**config.mk**
```make
export PLATFORM = sky130hd
export DESIGN_NAME = ethernet_frame_mac_filter_crc_check
export DESIGN_NICKNAME = d
export VERILOG_FILES = /design/src/hw/rtl/efmf_pkg.sv /design/src/hw/rtl/efmf_frame_check.sv /design/src/hw/rtl/ethernet_frame_mac_filter_crc_check.sv
export SDC_FILE = /design/constraint.sdc
export NUM_CORES = 1
export LEC_CHECK = 0
export BUFFER_PORTS_ARGS = -buffer_cell sky130_fd_sc_hd__buf_2
export CORE_MARGIN = 3
export CORE_UTILIZATION = 62
export CTS_BUF_LIST = sky130_fd_sc_hd__clkbuf_2 sky130_fd_sc_hd__clkbuf_4 sky130_fd_sc_hd__clkbuf_8
export DETAILED_ROUTE_END_ITERATION = 6
export PLACE_DENSITY = 0.9
export SLEW_MARGIN = 30
export SYNTH_ARGS = -nofsm -noshare
export SYNTH_HDL_FRONTEND = slang
export SYNTH_SLANG_ARGS = --single-unit
```
**constraint.sdc**
```tcl
create_clock -name clk -period 4.51 [get_ports clk]
set_input_delay 0 -clock clk [delete_from_list [all_inputs] [get_ports clk]]
set_output_delay 0 -clock clk [all_outputs]
set_load 0.02 [all_outputs]
```
**src/hw/rtl/efmf_pkg.sv**
```systemverilog
`timescale 1ns / 1ps
// ----------------------------------------------------------------------------
// efmf_pkg
// Shared constants, types and functions for the Ethernet frame MAC filter
// and CRC-32 check.
// ----------------------------------------------------------------------------
package efmf_pkg;

	localparam int HEADER_BYTES = 14;
	localparam int FCS_BYTES    = 4;
	localparam int MIN_FRAME    = HEADER_BYTES + FCS_BYTES;

	localparam int MAC_W  = 48;
	localparam int POS_W  = 16;
	localparam int CRC_W  = 32;
	localparam int BYTE_W = 8;

	localparam logic [CRC_W-1:0] CRC_POLY     = 32'hEDB88320;
	localparam logic [CRC_W-1:0] CRC_ALL_ONES = 32'hFFFFFFFF;
	localparam logic [POS_W-1:0] POS_MAX      = 16'hFFFF;

	localparam logic [MAC_W-1:0] DST_MAC_RST = 48'h80A5897841E5;
	localparam logic [MAC_W-1:0] SRC_MAC_RST = 48'h58FB84FE0DC1;

	// register indexes
	localparam logic REG_DST_MAC = 1'b0;
	localparam logic REG_SRC_MAC = 1'b1;

	// result tdata: accepted, crc_ok, runt_frame, computed_crc, zero pad
	localparam int RES_W   = 3 + CRC_W;
	localparam int M_TDATA_W = ((RES_W + 7) / 8) * 8;

	typedef struct packed {
		logic [CRC_W-1:0] computed_crc;
		logic             runt_frame;
		logic             crc_ok;
		logic             accepted;
	} res_t;

	// reflected CRC-32, one byte
	function automatic logic [CRC_W-1:0] crc_byte(input logic [CRC_W-1:0] crc_in,
		input logic [BYTE_W-1:0] b);
		logic [CRC_W-1:0] c;
		c = crc_in ^ {{(CRC_W-BYTE_W){1'b0}}, b};
		for (int k = 0; k < 8; k++) begin
			c = c[0] ? ((c >> 1) ^ CRC_POLY) : (c >> 1);
		end
		return c;
	endfunction

	// byte idx of a MAC, idx 0 is the most significant
	function automatic logic [BYTE_W-1:0] mac_byte(input logic [MAC_W-1:0] mac,
		input logic [2:0] idx);
		logic [BYTE_W-1:0] r;
		case (idx)
			3'd0:    r = mac[47:40];
			3'd1:    r = mac[39:32];
			3'd2:    r = mac[31:24];
			3'd3:    r = mac[23:16];
			3'd4:    r = mac[15:8];
			3'd5:    r = mac[7:0];
			default: r = '0;
		endcase
		return r;
	endfunction

endpackage

```
**src/hw/rtl/efmf_frame_check.sv**
```systemverilog
`timescale 1ns / 1ps
// ----------------------------------------------------------------------------
// efmf_frame_check
// Per-frame state: byte position, header MAC compare, FCS delay line and
// running CRC. Produces the frame result on the last beat.
// ----------------------------------------------------------------------------
module efmf_frame_check (
	input  logic                       clk,
	input  logic                       arst_n,
	input  logic                       step,
	input  logic [efmf_pkg::BYTE_W-1:0] data_byte,
	input  logic                       last_byte,
	input  logic [efmf_pkg::MAC_W-1:0] dst_mac,
	input  logic [efmf_pkg::MAC_W-1:0] src_mac,
	output efmf_pkg::res_t             res
);
	import efmf_pkg::*;

	logic [POS_W-1:0]  pos_q;
	logic [CRC_W-1:0]  crc_q;
	logic [CRC_W-1:0]  tail_q;
	logic              dst_ok_q;
	logic              src_ok_q;

	logic              in_dst;
	logic              in_src;
	logic [3:0]        src_idx;
	logic              dst_ok_d;
	logic              src_ok_d;
	logic [CRC_W-1:0]  crc_d;
	logic [CRC_W-1:0]  tail_d;
	logic [CRC_W-1:0]  crc_out;
	logic              runt;

	assign in_dst  = pos_q < POS_W'(6);
	assign in_src  = !in_dst && (pos_q < POS_W'(12));
	assign src_idx = pos_q[3:0] - 4'd6;

	assign dst_ok_d = dst_ok_q && !(in_dst && (data_byte != mac_byte(dst_mac, pos_q[2:0])));
	assign src_ok_d = src_ok_q && !(in_src && (data_byte != mac_byte(src_mac, src_idx[2:0])));

	assign crc_d   = (pos_q >= POS_W'(MIN_FRAME)) ? crc_byte(crc_q, tail_q[7:0]) : crc_q;
	assign tail_d  = {data_byte, tail_q[CRC_W-1:BYTE_W]};
	assign crc_out = crc_d ^ CRC_ALL_ONES;
	// length = pos + 1
	assign runt    = pos_q < POS_W'(MIN_FRAME - 1);

	always_comb begin
		res.computed_crc = crc_out;
		res.runt_frame   = runt;
		res.crc_ok       = !runt && (crc_out == tail_d);
		res.accepted     = dst_ok_d && src_ok_d && !runt;
	end

	always_ff @(posedge clk or negedge arst_n) begin
		if (!arst_n) begin
			pos_q    <= '0;
			crc_q    <= CRC_ALL_ONES;
			tail_q   <= '0;
			dst_ok_q <= 1'b1;
			src_ok_q <= 1'b1;
		end else if (step) begin
			if (last_byte) begin
				pos_q    <= '0;
				crc_q    <= CRC_ALL_ONES;
				tail_q   <= '0;
				dst_ok_q <= 1'b1;
				src_ok_q <= 1'b1;
			end else begin
				if (pos_q != POS_MAX) begin
					pos_q <= pos_q + POS_W'(1);
				end
				crc_q    <= crc_d;
				tail_q   <= tail_d;
				dst_ok_q <= dst_ok_d;
				src_ok_q <= src_ok_d;
			end
		end
	end

endmodule

```
**src/hw/rtl/ethernet_frame_mac_filter_crc_check.sv**
```systemverilog
`timescale 1ns / 1ps
// ----------------------------------------------------------------------------
// ethernet_frame_mac_filter_crc_check
// Receive filter: destination/source MAC match and CRC-32 check of the
// payload against the trailing FCS, one result per frame.
// ----------------------------------------------------------------------------
// Result: m_tvalid rises once the last beat has passed the input register and
//   then the result register.
// Throughput: one byte per cycle except in a stall; the CRC byte update sits
//   between the input and result registers. A last beat waits in the input
//   register while the previous result is not yet taken, which stalls the input.
// Reset: frame state cleared, MAC registers back to their defaults.
// ----------------------------------------------------------------------------
module ethernet_frame_mac_filter_crc_check (
	input  logic                          clk,
	input  logic                          arst_n,
	input  logic                          s_tvalid,
	output logic                          s_tready,
	input  logic [7:0]                    s_tdata,   // [7:0] data_byte
	input  logic                          s_tlast,   // last_byte
	output logic                          m_tvalid,
	input  logic                          m_tready,
	// [0] accepted, [1] crc_ok, [2] runt_frame, [34:3] computed_crc, zero pad
	output logic [efmf_pkg::M_TDATA_W-1:0] m_tdata,
	input  logic                          cfg_we,
	input  logic                          cfg_index,
	input  logic [efmf_pkg::MAC_W-1:0]    cfg_data
);
	import efmf_pkg::*;

	logic [MAC_W-1:0]  dst_mac_q;
	logic [MAC_W-1:0]  src_mac_q;

	logic              valid_s1;
	logic [BYTE_W-1:0] byte_s1;
	logic              last_s1;

	logic              m_valid_q;
	res_t              res_q;
	res_t              res;
	logic              step;

	assign step     = valid_s1 && (!last_s1 || !m_valid_q || m_tready);
	assign s_tready = !valid_s1 || step;

	always_ff @(posedge clk or negedge arst_n) begin
		if (!arst_n) begin
			dst_mac_q <= DST_MAC_RST;
			src_mac_q <= SRC_MAC_RST;
		end else if (cfg_we) begin
			case (cfg_index)
				REG_DST_MAC: dst_mac_q <= cfg_data;
				REG_SRC_MAC: src_mac_q <= cfg_data;
				default:     dst_mac_q <= dst_mac_q;
			endcase
		end
	end

	always_ff @(posedge clk or negedge arst_n) begin
		if (!arst_n) begin
			valid_s1 <= 1'b0;
		end else if (s_tready) begin
			valid_s1 <= s_tvalid;
		end
	end

	always_ff @(posedge clk) begin
		if (s_tready && s_tvalid) begin
			byte_s1 <= s_tdata;
			last_s1 <= s_tlast;
		end
	end

	efmf_frame_check u_check (
		.clk       (clk),
		.arst_n    (arst_n),
		.step      (step),
		.data_byte (byte_s1),
		.last_byte (last_s1),
		.dst_mac   (dst_mac_q),
		.src_mac   (src_mac_q),
		.res       (res)
	);

	always_ff @(posedge clk or negedge arst_n) begin
		if (!arst_n) begin
			m_valid_q <= 1'b0;
		end else if (step && last_s1) begin
			m_valid_q <= 1'b1;
		end else if (m_tready) begin
			m_valid_q <= 1'b0;
		end
	end

	always_ff @(posedge clk) begin
		if (step && last_s1) begin
			res_q <= res;
		end
	end

	assign m_tvalid = m_valid_q;
	assign m_tdata  = {{(M_TDATA_W-RES_W){1'b0}}, res_q};

	// a runt frame is never accepted nor reported with a good CRC
	a_runt_flags: assert property (@(posedge clk) disable iff (!arst_n)
		m_valid_q && res_q.runt_frame |-> !res_q.accepted && !res_q.crc_ok)
		else $error("runt frame flagged accepted or crc_ok");

	// a runt frame never feeds the CRC
	a_runt_crc: assert property (@(posedge clk) disable iff (!arst_n)
		m_valid_q && res_q.runt_frame |-> res_q.computed_crc == '0)
		else $error("runt frame with non-zero CRC");

	// a last beat blocked by a full output register is held
	a_last_held: assert property (@(posedge clk) disable iff (!arst_n)
		valid_s1 && last_s1 && m_valid_q && !m_tready |=> valid_s1 && last_s1)
		else $error("last beat lost while result stalled");

endmodule

```
==> impl_metrics.py <==
metrics = {
    "worst_setup_path": {
        "startpoint_type": "register",
        "endpoint_kind": "register",
        "max_stage_delay_ns": 0.47,
        "required_ns": 4.87,
        "cp_cell_sequence": "ha_1 > nor4b_1 > o41ai_1 > nand2b_1 > mux2i_1 > xor2_1 > a2111oi_2 > nand4_1 > nor4_2",
        "ff2ff_setup_slack_ns": 1.23,
        "critPathArrivalTime_ns": 3.65,
        "slowest_stage": "dfrtp_1",
        "crit_family": "simple AND/OR/NAND/NOR gates",
        "crit_type": "reg2reg",
        "cp_max_fo": 13,
        "critPathBufInv": 0,
    },
    "clocking": {
        "clkSinkCount": 224,
        "clk_pin_slew_worst_paths_ns": 0.07,
        "clock-root-buffer": "clkbuf_8",
        "clk_latency_ns": 0.54,
        "htree_levels": 2,
        "clock_path_buffers": 3,
        "cts_buffers": 37,
        "post-cts-setup-buffers": 0,
        "cts_tree": "built",
    },
    "finish": {
        "syn_to_final_growth_pct": 18.3,
        "final_cells": 1300,
        "layout_commonest_cell": "mux2_2",
        "n_antenna_cell": 0,
        "final_cell_mix": "103 x mux2_2, 102 x dfrtp_1, 98 x buf_2",
        "final_nets": 1117,
        "drive_gt1_frac": 0.351,
    },
    "routing": {
        "drtAntennaViolNets": 0,
        "routedWlPerCell_um": 25.2,
        "wl_met1_mm": 12.3,
        "top_layer": "met4",
        "vias": 8422,
        "finalWirelength_mm": 32.8,
        "drc": 0,
        "drtPass1Iterations": 6,
        "drt_iter0_markers": 887,
        "routed_via_density": 6.48,
        "route.met3.wl_mm": 3.01,
        "wl_met2_mm": 15.8,
    },
    "grt": {
        "globalRoute.totalOverflow": 0,
        "grt_pass1_wl_mm": 51.5,
        "grt_max_degree": 87,
        "antenna_found_initial": 0,
        "grt_pass1_vias": 8876,
        "groute.usage.overall": 0.341,
    },
    "synth": {
        "synth.area.top_cells": "dfrtp_1 23%, dfstp_2 19%, edfxtp_1 12%, mux2_2 10%, xnor2_1 6.5%",
        "synth_seq_cells": 224,
        "synth_edf_count": 44,
        "yosysSeqAreaShare": 0.536,
        "syn-cell-area_um2": 11100,
        "synth_cell_types": 59,
        "syn_inst": 894,
        "avgSynthCellArea_um2": 12.4,
        "netlist.area_leader.share": 0.231,
        "synth-async-reset-ratio": 0.804,
        "ys_warn_count": 0,
        "synth_flop_cell": "dfrtp_1",
        "yosysTopAreaCell": "dfrtp_1",
    },
    "die": {
        "die_area_um2": 19500,
        "start_util": 0.637,
        "num_rows": 48,
        "core_um2": 17400,
        "pin_count": 105,
        "die_h_um": 140,
        "die_x_um": 140,
    },
    "status": {
        "status": "finished clean",
    },
    "sta": {
        "skew_ns": 0.0198,
        "drv_slew": 0,
        "fin_ws_ns": 1.23,
        "finalSetupTns_ns": 0,
        "worst_pin_slew_ns": 1.04,
        "max_freq_mhz": 305,
        "fin_crit_sh": 0.728,
        "setup_viol": 0,
        "finalHoldViolations": 0,
        "fin_crit_ns": 3.28,
        "rsz0062_at_grt": "false",
        "slew_headroom": 0.308,
    },
    "power_and_ir_drop": {
        "power_density_nw_per_um2": 420,
        "ir_worst_vdd_v": 0.000347,
        "p_leak_nw": 5.35,
    },
    "placed_design": {
        "finalWeightedCongestion": 0.969,
        "place_inst": 1173,
        "portBuffers": 99,
        "place_hpwl_mm": 19.4,
        "place_worst_setup_slack_ns": 1.36,
    },
    "flow_run": {
        "drv_cap": 0,
    },
    "hold_path": {
        "hp-class": "in2async",
    },
}
## per-layer routing
| metal | up-vias | global-route usage |
|---|---|---|
| met5 | - | 0 |
| met4 | 0 | 0.165 |
| met3 | 135 | 0.0825 |
| met2 | 566 | 0.552 |
| met1 | 4181 | 0.435 |
| li1 | 3540 | - |
## area by class of cell
type | count | area, um^2
sequential | 224 | 5920
multi-input combinational | 599 | 4870
fill | 1011 | 4280
timing repair buffer | 170 | 1180
clock buffer | 57 | 684
tap | 225 | 282
clock inverter | 10 | 80.1
inverter | 15 | 56.3
## cells by family (layout without fill, tap and decap cells)
group | after synthesis | in the layout | synth area share
simple gates | 155 | 155 | 0.0644
buf+inv | 75 | 252 | 0.0277
other cells | 1 | 5 | 0.000339
compound gates | 185 | 185 | 0.117
flops | 224 | 224 | 0.536
fa+ha+maj | 7 | 7 | 0.00792
mux | 115 | 115 | 0.116
xor+xnor | 132 | 132 | 0.131
## state kept, by name (all words and copies together) (netlist names)
signal / flops
byte_s1: 8
dst_mac_q: 48
last_s1: 1
m_tdata: 35
m_tvalid: 1
src_mac_q: 48
u_check.crc_q: 32
u_check.dst_ok_q: 1
u_check.pos_q: 16
u_check.src_ok_q: 1
u_check.tail_q: 32
valid_s1: 1
## Yosys cell counts (all sizes together) (3+ instances only)
| cell type | count |
|---|---|
| inv | 15 |
| and2 | 4 |
| a2bb2oi | 4 |
| mux2i | 12 |
| edfxtp | 44 |
| nand2b | 4 |
| clkbuf | 38 |
| a22o | 32 |
| o2111ai | 4 |
| o21ai | 25 |
| o31ai | 3 |
| xnor2 | 96 |
| mux2 | 103 |
| nand2 | 41 |
| dfrtp | 102 |
| a22oi | 26 |
| dfstp | 78 |
| buf | 22 |
| a21oi | 48 |
| a221oi | 12 |
| a31oi | 10 |
| nand3 | 9 |
| nor4 | 6 |
| xnor3 | 4 |
| o221ai | 3 |
| nor2b | 5 |
| nor3 | 4 |
| xor2 | 30 |
| ha | 7 |
| nand4 | 8 |
| a222oi | 8 |
| nor2 | 64 |
## path summary, 6_finish.rpt
path                                        from                 end  depth (start not counted)
worst max-delay path            u_check.pos_q[1]          m_tdata[1]                          9
worst min-delay path                      arst_n   u_check.pos_q[11]                          2
worst max register to register  u_check.pos_q[1]          m_tdata[1]                          9
worst min register to register  u_check.src_ok_q    u_check.src_ok_q                          2
max in group asynchronous                 arst_n  u_check.tail_q[25]                          3
min in group clk                         s_tlast             last_s1                          2
## power breakdown
part	leakage (nW)	internal, mW	total (mW)	switching (mW)
registers	2.53	2.29	2.47	0.174
clock network	0.411	1.03	1.89	0.855
logic	2.41	0.499	1.14	0.645
## through the flow
step	hold slack [ns]	util	area (um^2)	total power, mW
after CTS	0.104	0.753	13100	5.38
final	0.0982	0.754	13100	5.50
after global placement	0.117	0.674	11700	3.46
after detailed placement	0.117	0.675	11700	3.49
after global routing	0.157	0.754	13100	5.67
after floorplan	-0.296	-	11100	3.16
## repair_timing
item                      in CTS  in global routing
gates resized for setup        0                  0
hold endpoints to repair     191                  0
hold buffers                  60                  0
Power figures use the tool's default switching activity.
